`src/rtl/int2rom_pkg.sv`:
```
package int2rom_pkg;

   localparam int VALUE_W = 14;
   localparam int CHAR_W  = 7;
   localparam int DIGIT_W = 4;
   localparam int SCALE_W = 2;

   localparam logic [VALUE_W-1:0] VALUE_MAX = 14'd9999;

   // decimal places, most significant first
   localparam logic [SCALE_W-1:0] SCALE_THOUSANDS = 2'd0;
   localparam logic [SCALE_W-1:0] SCALE_HUNDREDS  = 2'd1;
   localparam logic [SCALE_W-1:0] SCALE_TENS      = 2'd2;
   localparam logic [SCALE_W-1:0] SCALE_ONES      = 2'd3;

   localparam logic [CHAR_W-1:0] CHAR_M  = 7'h4D;
   localparam logic [CHAR_W-1:0] CHAR_D  = 7'h44;
   localparam logic [CHAR_W-1:0] CHAR_C  = 7'h43;
   localparam logic [CHAR_W-1:0] CHAR_L  = 7'h4C;
   localparam logic [CHAR_W-1:0] CHAR_X  = 7'h58;
   localparam logic [CHAR_W-1:0] CHAR_V  = 7'h56;
   localparam logic [CHAR_W-1:0] CHAR_I  = 7'h49;
   localparam logic [CHAR_W-1:0] CHAR_NL = 7'h0A;

   typedef struct packed {
      logic [DIGIT_W-1:0] digit;
      logic [DIGIT_W-1:0] pos;
      logic [SCALE_W-1:0] scale;
   } query_type;

   typedef struct packed {
      logic [DIGIT_W-1:0] len;
      logic [CHAR_W-1:0]  char_code;
   } glyph_type;

   function automatic logic [VALUE_W-1:0] scale_weight(input logic [SCALE_W-1:0] scale);
      logic [VALUE_W-1:0] w;
      case (scale)
         SCALE_THOUSANDS: w = 14'd1000;
         SCALE_HUNDREDS:  w = 14'd100;
         SCALE_TENS:      w = 14'd10;
         default:         w = 14'd1;
      endcase
      return w;
   endfunction

endpackage

```
`src/rtl/int2rom_if.sv`:
```
interface int2rom_req_if;
   logic                               valid;
   logic                               ready;
   logic [int2rom_pkg::VALUE_W-1:0]    value;

   modport source (output valid, output value, input ready);
   modport sink   (input valid, input value, output ready);
endinterface

interface int2rom_rsp_if;
   logic                               valid;
   logic                               ready;
   logic [int2rom_pkg::CHAR_W-1:0]     char_code;
   logic                               last;

   modport source (output valid, output char_code, output last, input ready);
   modport sink   (input valid, input char_code, input last, output ready);
endinterface

```
`src/rtl/integer_to_roman_numeral_top.sv`:
```
// From the accepted word until the newline word is registered, one shared
// subtract-and-compare unit peels the thousands, hundreds and tens digits off by
// repeated subtraction, the ones digit is taken from the remainder, and each digit's
// characters leave one per cycle while the output is not stalled. Words are taken one
// at a time; the next input is taken in the idle cycle after the newline is registered.
// Reset (synchronous, active high) returns the sequencer to idle and empties the output.
module integer_to_roman_numeral_top (
   input  logic                 clock,
   input  logic                 reset,
   int2rom_req_if.sink          req_ch,
   int2rom_rsp_if.source        rsp_ch
);
   import int2rom_pkg::*;

   localparam logic [1:0] ST_IDLE = 2'd0;
   localparam logic [1:0] ST_DIV  = 2'd1;
   localparam logic [1:0] ST_EMIT = 2'd2;
   localparam logic [1:0] ST_NL   = 2'd3;

   logic [1:0]          state_ff, state_in;
   logic [VALUE_W-1:0]  rem_ff, rem_in;
   logic [SCALE_W-1:0]  scale_ff, scale_in;
   logic [DIGIT_W-1:0]  digit_ff, digit_in;
   logic [DIGIT_W-1:0]  pos_ff, pos_in;
   logic                rsp_valid_ff, rsp_valid_in;
   logic [CHAR_W-1:0]   rsp_char_ff, rsp_char_in;
   logic                rsp_last_ff, rsp_last_in;

   logic [VALUE_W-1:0]  weight;
   logic [VALUE_W:0]    diff;
   logic                fits;
   logic                slot_free;
   query_type           query;
   glyph_type           glyph;

   // shared unit: one subtract, the borrow doubles as the compare
   assign weight = scale_weight(scale_ff);
   assign diff   = {1'b0, rem_ff} - {1'b0, weight};
   assign fits   = ~diff[VALUE_W];

   assign query.digit = digit_ff;
   assign query.pos   = pos_ff;
   assign query.scale = scale_ff;

   int2rom_glyph u_glyph (
      .query (query),
      .glyph (glyph)
   );

   assign slot_free    = ~rsp_valid_ff | rsp_ch.ready;
   assign req_ch.ready = (state_ff == ST_IDLE);

   always_comb begin
      state_in     = state_ff;
      rem_in       = rem_ff;
      scale_in     = scale_ff;
      digit_in     = digit_ff;
      pos_in       = pos_ff;
      rsp_valid_in = rsp_valid_ff & ~rsp_ch.ready;
      rsp_char_in  = rsp_char_ff;
      rsp_last_in  = rsp_last_ff;
      case (state_ff)
         ST_IDLE: begin
            if (req_ch.valid) begin
               rem_in   = (req_ch.value > VALUE_MAX) ? VALUE_MAX : req_ch.value;
               scale_in = SCALE_THOUSANDS;
               digit_in = '0;
               state_in = ST_DIV;
            end
         end
         ST_DIV: begin
            if (scale_ff == SCALE_ONES) begin
               digit_in = rem_ff[DIGIT_W-1:0];
               pos_in   = '0;
               state_in = ST_EMIT;
            end else if (fits) begin
               rem_in   = diff[VALUE_W-1:0];
               digit_in = digit_ff + 4'd1;
            end else begin
               pos_in   = '0;
               state_in = ST_EMIT;
            end
         end
         ST_EMIT: begin
            if (pos_ff == glyph.len) begin
               if (scale_ff == SCALE_ONES) begin
                  state_in = ST_NL;
               end else begin
                  scale_in = scale_ff + 2'd1;
                  digit_in = '0;
                  state_in = ST_DIV;
               end
            end else if (slot_free) begin
               rsp_valid_in = 1'b1;
               rsp_char_in  = glyph.char_code;
               rsp_last_in  = 1'b0;
               pos_in       = pos_ff + 4'd1;
            end
         end
         ST_NL: begin
            if (slot_free) begin
               rsp_valid_in = 1'b1;
               rsp_char_in  = CHAR_NL;
               rsp_last_in  = 1'b1;
               state_in     = ST_IDLE;
            end
         end
         default: begin
            state_in = ST_IDLE;
         end
      endcase
   end

   always_ff @(posedge clock) begin
      if (reset) begin
         state_ff     <= ST_IDLE;
         rsp_valid_ff <= 1'b0;
      end else begin
         state_ff     <= state_in;
         rsp_valid_ff <= rsp_valid_in;
      end
   end

   always_ff @(posedge clock) begin
      rem_ff      <= rem_in;
      scale_ff    <= scale_in;
      digit_ff    <= digit_in;
      pos_ff      <= pos_in;
      rsp_char_ff <= rsp_char_in;
      rsp_last_ff <= rsp_last_in;
   end

   assign rsp_ch.valid     = rsp_valid_ff;
   assign rsp_ch.char_code = rsp_char_ff;
   assign rsp_ch.last      = rsp_last_ff;

endmodule

```
`src/rtl/int2rom_glyph.sv`:
```
module int2rom_glyph (
   input  int2rom_pkg::query_type query,
   output int2rom_pkg::glyph_type glyph
);
   import int2rom_pkg::*;

   logic [CHAR_W-1:0] unit_ch;
   logic [CHAR_W-1:0] five_ch;
   logic [CHAR_W-1:0] ten_ch;

   always_comb begin
      case (query.scale)
         SCALE_THOUSANDS: begin
            unit_ch = CHAR_M;
            five_ch = CHAR_M;
            ten_ch  = CHAR_M;
         end
         SCALE_HUNDREDS: begin
            unit_ch = CHAR_C;
            five_ch = CHAR_D;
            ten_ch  = CHAR_M;
         end
         SCALE_TENS: begin
            unit_ch = CHAR_X;
            five_ch = CHAR_L;
            ten_ch  = CHAR_C;
         end
         default: begin
            unit_ch = CHAR_I;
            five_ch = CHAR_V;
            ten_ch  = CHAR_X;
         end
      endcase
   end

   // thousands are plain repeated M, the rest use the subtractive patterns
   always_comb begin
      if (query.scale == SCALE_THOUSANDS) begin
         glyph.len = query.digit;
      end else begin
         case (query.digit) inside
            4'd0:          glyph.len = 4'd0;
            [4'd1:4'd3]:   glyph.len = query.digit;
            4'd4, 4'd9:    glyph.len = 4'd2;
            [4'd5:4'd8]:   glyph.len = query.digit - 4'd4;
            default:       glyph.len = 4'd0;
         endcase
      end

      case (query.digit) inside
         4'd9:        glyph.char_code = (query.pos == 4'd0) ? unit_ch : ten_ch;
         4'd4:        glyph.char_code = (query.pos == 4'd0) ? unit_ch : five_ch;
         [4'd5:4'd8]: glyph.char_code = (query.pos == 4'd0) ? five_ch : unit_ch;
         default:     glyph.char_code = unit_ch;
      endcase
   end

endmodule

```
`src/flat_wrapper.sv`:
```
// flat-port wrapper written by rule: the top's interface ports become plain ports
module integer_to_roman_numeral_top_flat import int2rom_pkg::*;
  (clock, reset, req_ch_valid, req_ch_value, req_ch_ready, rsp_ch_valid, rsp_ch_char_code, rsp_ch_last, rsp_ch_ready);
  int2rom_req_if req_ch_i ();
  int2rom_rsp_if rsp_ch_i ();
  input  logic clock;
  input  logic reset;
  input wire logic [$bits(req_ch_i.valid)-1:0] req_ch_valid;
  input wire logic [$bits(req_ch_i.value)-1:0] req_ch_value;
  output wire logic [$bits(req_ch_i.ready)-1:0] req_ch_ready;
  output wire logic [$bits(rsp_ch_i.valid)-1:0] rsp_ch_valid;
  output wire logic [$bits(rsp_ch_i.char_code)-1:0] rsp_ch_char_code;
  output wire logic [$bits(rsp_ch_i.last)-1:0] rsp_ch_last;
  input wire logic [$bits(rsp_ch_i.ready)-1:0] rsp_ch_ready;
  assign req_ch_i.valid = req_ch_valid;
  assign req_ch_i.value = req_ch_value;
  assign req_ch_ready = req_ch_i.ready;
  assign rsp_ch_valid = rsp_ch_i.valid;
  assign rsp_ch_char_code = rsp_ch_i.char_code;
  assign rsp_ch_last = rsp_ch_i.last;
  assign rsp_ch_i.ready = rsp_ch_ready;
  integer_to_roman_numeral_top u_core (.clock(clock), .reset(reset), .req_ch(req_ch_i), .rsp_ch(rsp_ch_i));
endmodule
```
`config.mk`:
```
export PLATFORM = sky130hd
export DESIGN_NAME = integer_to_roman_numeral_top_flat
export DESIGN_NICKNAME = d
export VERILOG_FILES = /design/src/rtl/int2rom_pkg.sv /design/src/rtl/int2rom_if.sv /design/src/rtl/integer_to_roman_numeral_top.sv /design/src/rtl/int2rom_glyph.sv /design/src/flat_wrapper.sv
export SDC_FILE = /design/constraint.sdc
export NUM_CORES = 1
export LEC_CHECK = 0
export BUFFER_PORTS_ARGS = -buffer_cell sky130_fd_sc_hd__buf_2
export CAP_MARGIN = 20
export CORE_MARGIN = 2
export CORE_UTILIZATION = 45
export CTS_CLUSTER_SIZE = 16
export DETAILED_ROUTE_END_ITERATION = 8
export PLACE_DENSITY = 0.67
export SLEW_MARGIN = 0
export SYNTH_ARGS = -nofsm -noshare
export SYNTH_HDL_FRONTEND = slang
export SYNTH_SLANG_ARGS = --single-unit
```
`constraint.sdc`:
```
create_clock -name clock -period 3.97 [get_ports clock]
set_input_delay 0.397 -clock clock [delete_from_list [all_inputs] [get_ports clock]]
set_output_delay 0.397 -clock clock [all_outputs]
set_load 0.005 [all_outputs]
```
# Word level (Yosys, flattened, before mapping)
# Index checks and enable logic that the tools add are counted.
[classes]
add_sub_neg = 5
multipliers = 0
div = 0
order_cmp = 5
eq_ne = 19
shift = 0
n_mux = 53
bitwise = 4
reduce_logical = 19
[op_table]
columns = ["cell", "n"]
rows = [
  ["two-way mux 7 bit", 9],
  ["two-way mux 14 bit", 4],
  ["two-way mux 4 bit", 14],
  ["one-hot mux 10 bit (3 select lines)", 1],
  ["one-hot mux 5 bit (3 select lines)", 2],
  ["one-hot mux 14 bit (2 select lines)", 1],
  ["AND reduction 4 bit", 5],
  ["two-way mux 2 bit", 9],
  ["subtractor 14 x 10 -> 15 bit", 1],
  ["greater-than comparator 14 bit (second input constant)", 1],
  ["one-hot mux 7 bit (2 select lines)", 1],
  ["one-hot mux 4 bit (3 select lines)", 1],
  ["!= test 2 bit (second input constant)", 5],
  ["one-hot mux 5 bit (2 select lines)", 1],
  ["adder 4 x 1 -> 4 bit (second input constant)", 2],
  ["equality test 2 bit (second input constant)", 4],
  ["logical NOT 4 bit", 2],
  ["one-hot mux 2 bit (4 select lines)", 1],
  ["one-hot mux 4 bit (2 select lines)", 1],
  ["nonzero test 2 bit", 4],
  ["!= test 2 x 1 -> 1 bit (second input constant)", 3],
  ["two-way mux 1 bit", 5],
  ["AND reduction 5 bit", 1],
  ["equality test 2 x 1 -> 1 bit (second input constant)", 2],
  ["20 further kinds", 25],
]
[totals]
regBits = 35
latchBits = 0
ramBits = 0
rom_bits = 0
input_bits = 18
wordCells = 113
mem_count = 0

# Logic depth before layout (Yosys ltp)
[logic_depth]
depth_word = 10
depth_mapped = 13
depth_no_buf = 12

# Cells and area by module
# Synthesis repeated with hierarchy kept, for this count alone.
[unflattened]
hier_cells = 300
area_unflattened_um2 = 2775.2
[by_module_without_submodules]
columns = ["module", "instances", "cells_per_inst", "area_per_inst_um2", "seq_area_each_um2"]
rows = [
  ["integer_to_roman_numeral_top", 1, 239, 2356.0, 1021.0],
  ["int2rom_glyph", 1, 61, 419.2, 0.0],
]

# Worst setup path after synthesis
# No wires, ideal clock.
[synth_path]
kind = "register to register"
from = "register u_core.scale_ff[0]"
to = "register u_core.rem_ff[0], enable pin"
setup_ns = 0.390
t_arrival_ns = 2.669
t_required_ns = 3.580
path_slack_ns = 0.911
stages_incl_launch_ff = 10
synth_period_minus_slack_ns = 3.059
path_cell_list = "edfxtp_1 ha_1 ha_1 fa_1 nor2b_1 o21ai_1 a21oi_1 o31ai_2 a21o_1 a21oi_1"
[synth_via]
elab_chain_cells = 5
[synth_lines]
columns = ["item", "line", "rtl"]
rows = [
  ["start: declaration", "integer_to_roman_numeral_top.sv:22", "logic [SCALE_W-1:0] scale_ff, scale_in;"],
  ["start signal: assignment", "integer_to_roman_numeral_top.sv:126", "scale_ff <= scale_in;"],
  ["equality test 2 bit, or another cell as far along", "int2rom_pkg.sv:38", "case (scale)"],
  ["one-hot mux 10 bit (3 select lines)", "int2rom_pkg.sv:38", ""],
  ["subtractor 14 x 10 -> 15 bit", "integer_to_roman_numeral_top.sv:38", "assign diff = {1'b0, rem_ff} - {1'b0, weight};"],
  ["!= test 2 bit (no source line)", "--", ""],
  ["AND reduction 4 bit (no source line) (*)", "--", ""],
  ["end signal: assignment", "integer_to_roman_numeral_top.sv:125", "rem_ff <= rem_in;"],
  ["end: declaration", "integer_to_roman_numeral_top.sv:21", "logic [VALUE_W-1:0] rem_ff, rem_in;"],
]
# Mark *: on every way between the ends. The rest lies on a longest branch, timed or not.
# A chain may end at the register's enable or synchronous reset.

# Worst setup path after layout
[layout_path]
from = "register u_core.scale_ff[0]"
to = "register u_core.digit_ff[0], enable pin"
[layout_via]
elab_chain_cells = 5
[layout_lines]
columns = ["item", "line", "rtl"]
rows = [
  ["equality test 2 bit, or another cell as far along", "int2rom_pkg.sv:38", ""],
  ["one-hot mux 10 bit (3 select lines) or two-way mux 4 bit (tied branches)", "int2rom_pkg.sv:38, int2rom_glyph.sv:38", ""],
  ["subtractor 14 x 10 -> 15 bit or equality test 4 bit (tied branches)", "integer_to_roman_numeral_top.sv:38, integer_to_roman_numeral_top.sv:85", ""],
  ["!= test 3 bit (no source line) or != test 2 x 1 -> 1 bit (tied branches)", "--", ""],
  ["AND reduction 5 bit (no source line) (*)", "--", ""],
  ["end signal: assignment", "integer_to_roman_numeral_top.sv:127", "digit_ff <= digit_in;"],
  ["end: declaration", "integer_to_roman_numeral_top.sv:23", "logic [DIGIT_W-1:0] digit_ff, digit_in;"],
]
# Marked as above.

==> impl_metrics.tcl <==
set metrics [dict create \
    syn2layout_area_growth_pct 9.696 \
    fmax_mhz 278.9 \
    antennaDiodeCount 0 \
    clockRootBuffer "clkbuf_8" \
    path_cells "inv_1 > ha_1 > inv_1 > a211oi_2 > o32ai_1 > a311oi_1 > nand4_1 > nor2_1 > a21boi_1 > nor4_1" \
    critPathMaxStageDelay_ps 810 \
    initial_core_util 0.4702 \
    yosysWarnings 0 \
    hold_ws_ps 314.3 \
    hold_path_class "in -> reg" \
    drt-pass1-iter-count 5 \
    synthTopCellsByArea "edfxtp_1, ha_1, nor2_1, a21oi_1, o21ai_0" \
    placed_area_sq_mm 0.002980 \
    final_cell_mix "edfxtp_1, nor2_1, ha_1, buf_2, nand2_1" \
    final_common_cell "edfxtp_1" \
    cts-htree-levels 2 \
    ir_drop_v 0.0005614 \
    synth.distinct_cells 58 \
    postSynth.asyncResetShare 0 \
    wl_per_cell_um 15.66 \
    hold_viol 0 \
    cap_viol_max_count 0 \
    setup_viol 0 \
    place_ws_ps 404.6 \
    path_class "reg -> reg" \
    tns_ps 0 \
    antenna_found_initial 0 \
    fin_crit_ps 3585 \
    cts_tree "built" \
    vias_per_cell 5.799 \
    postSynthNetCount 355 \
    worst_slack_ps 385.0 \
    drcViolationCount 0 \
    dieArea_sq_mm 0.006870 \
    cp_top_family "simple AND/OR/NAND/NOR gates" \
    path_buf_inv 2 \
    portBuffers 26 \
    io_pins 28 \
    ant_nets 0 \
    post_cts_resized 0 \
    crit_path_end_kind "flip-flop" \
    rsz0062_at_grt "no" \
    crit_slowest_cell "nor4_1" \
    hpwl_um 4817 \
    die_w_um 82.89 \
    p_leak_uw 0.001208 \
    synthDominantCellAreaShare 0.3324 \
    seq_area_frac_synth 0.3539 \
    cts_setup_buffers 0 \
    grt_usage 0.1913 \
    powerDensity_mw_per_mm2 969.0 \
    design_area_sq_mm 0.003072 \
    syn_inst 307 \
    tightest_slew_ps 945.6 \
    routabilityCongestion 0.8598 \
    grt_pass1_wl_um 10710 \
    ys_seq_elements 34 \
    grt_max_degree 20 \
    slew_violations 0 \
    drt_iter0_markers 161 \
    fin_skew_ps 10.05 \
    slew_headroom 0.3638 \
    syn_area_sq_mm 0.002800 \
    core_area_sq_mm 0.005956 \
    yosysTopAreaCell "edfxtp_1" \
    clock_latency_ps 290 \
    critPathArrivalTime_ps 3500 \
    post-route-period-util 0.9030 \
    clock_path_buffers 2 \
    crit_top_cell "inv_1" \
    outcome "complete, no violations" \
    final_core_util 0.5158 \
    die_h_um 82.89 \
    cp_max_fo 9 \
    cts.sinks 34 \
    overflow 0 \
    path_clk_slew_ps 70 \
    layout-drive-gt1-share 0.1355 \
    cp-start-kind "flip-flop" \
    nets 379 \
    synth_edf_count 31 \
    placementRows 28 \
    numCtsBuffers 5 \
    avgSynthCellArea_sq_um 9.121 \
    vias 2360 \
    grt_pass1_vias 2271 \
    postCtsHoldBufs 0 \
    synth-main-ff-cell "edfxtp_1" \
    drt-total-wl_um 6374 \
    worstPathRequired_ps 3880 \
]
layout make-up:
cell class | count | area [sq um]
repair buffers | 27 | 137.6
clock inverters | 1 | 5.005
multi-input cells | 243 | 1683
clock buffers | 7 | 86.33
well taps | 75 | 93.84
flip-flops and latches | 34 | 991.0
inverters | 20 | 75.07
fillers | 544 | 2884
synthesized netlist by cell type (all sizes together) (6+ instances only):
master and number:
nor4 6, nor3 12, o21ai 25, and2 8, nand2b 6, ha 29, inv 19, nor2 30
nand2 24, a21oi 22, xor2 8, xnor2 7, nor2b 9, edfxtp 31, nand3 6
sequential cells by signal, indices dropped and copies added (netlist names):
signal	count
u_core.digit_ff	4
u_core.pos_ff	4
u_core.rem_ff	14
u_core.rsp_ch.char_code	6
u_core.rsp_ch.last	1
u_core.rsp_ch.valid	1
u_core.scale_ff	2
u_core.state_ff	2
layer usage:
| metal | vias to the layer above | global-route usage | part of all wire |
|---|---|---|---|
| li1 | 1171 | - | - |
| met1 | 1085 | 0.2415 | 0.44 |
| met2 | 87 | 0.3233 | 0.48 |
| met3 | 17 | 0.03777 | 0.055 |
| met4 | 0 | 0.07154 | 0.022 |
| met5 | - | 0 | 0 |
final timing paths:
check,from,endpoint,slack [ps],cells past startpoint
hold reg to reg,u_core.state_ff[0],u_core.state_ff[0],580,2
setup / recovery,u_core.scale_ff[0],u_core.digit_ff[0],380,10
hold / removal,reset,u_core.rsp_ch.valid,310,2
setup reg to reg,u_core.scale_ff[0],u_core.digit_ff[0],380,10
power by group:
part           internal [uW]  leakage [uW]  switching (uW)
sequential               659      0.000321             144
combinational            750      0.000839            1150
clock                    140     0.0000482             133
cells by family (layout without fill, tap and decap cells):
kind of cell,Yosys count,in the layout,synth area share
AOI/OAI and AO/OA,87,87,0.2145
muxes,3,3,0.01072
adders and majority gates,30,30,0.1367
and+or+nand+nor,107,107,0.1908
other,1,1,0.001339
DFF,34,34,0.3539
buffers and inverters,30,55,0.04513
xor gates and xnor gates,15,15,0.04692
through the flow:
stage          total power (uW)  std cells
4_1_cts                    2975        407
3_3_place_gp               2681        399
6_report                   2976        407
3_5_place_dp               2685        399
5_1_grt                    3260        407
2_1_floorplan              2241        307
worst reg2reg max path: stages, from the launching register on:
cell	delay, ps
edfxtp_1	480
inv_1	150
ha_1	350
inv_1	260
a211oi_2	200
o32ai_1	120
a311oi_1	300
nand4_1	250
nor2_1	190
a21boi_1	100
nor4_1	810
Power figures use the tool's default switching activity.
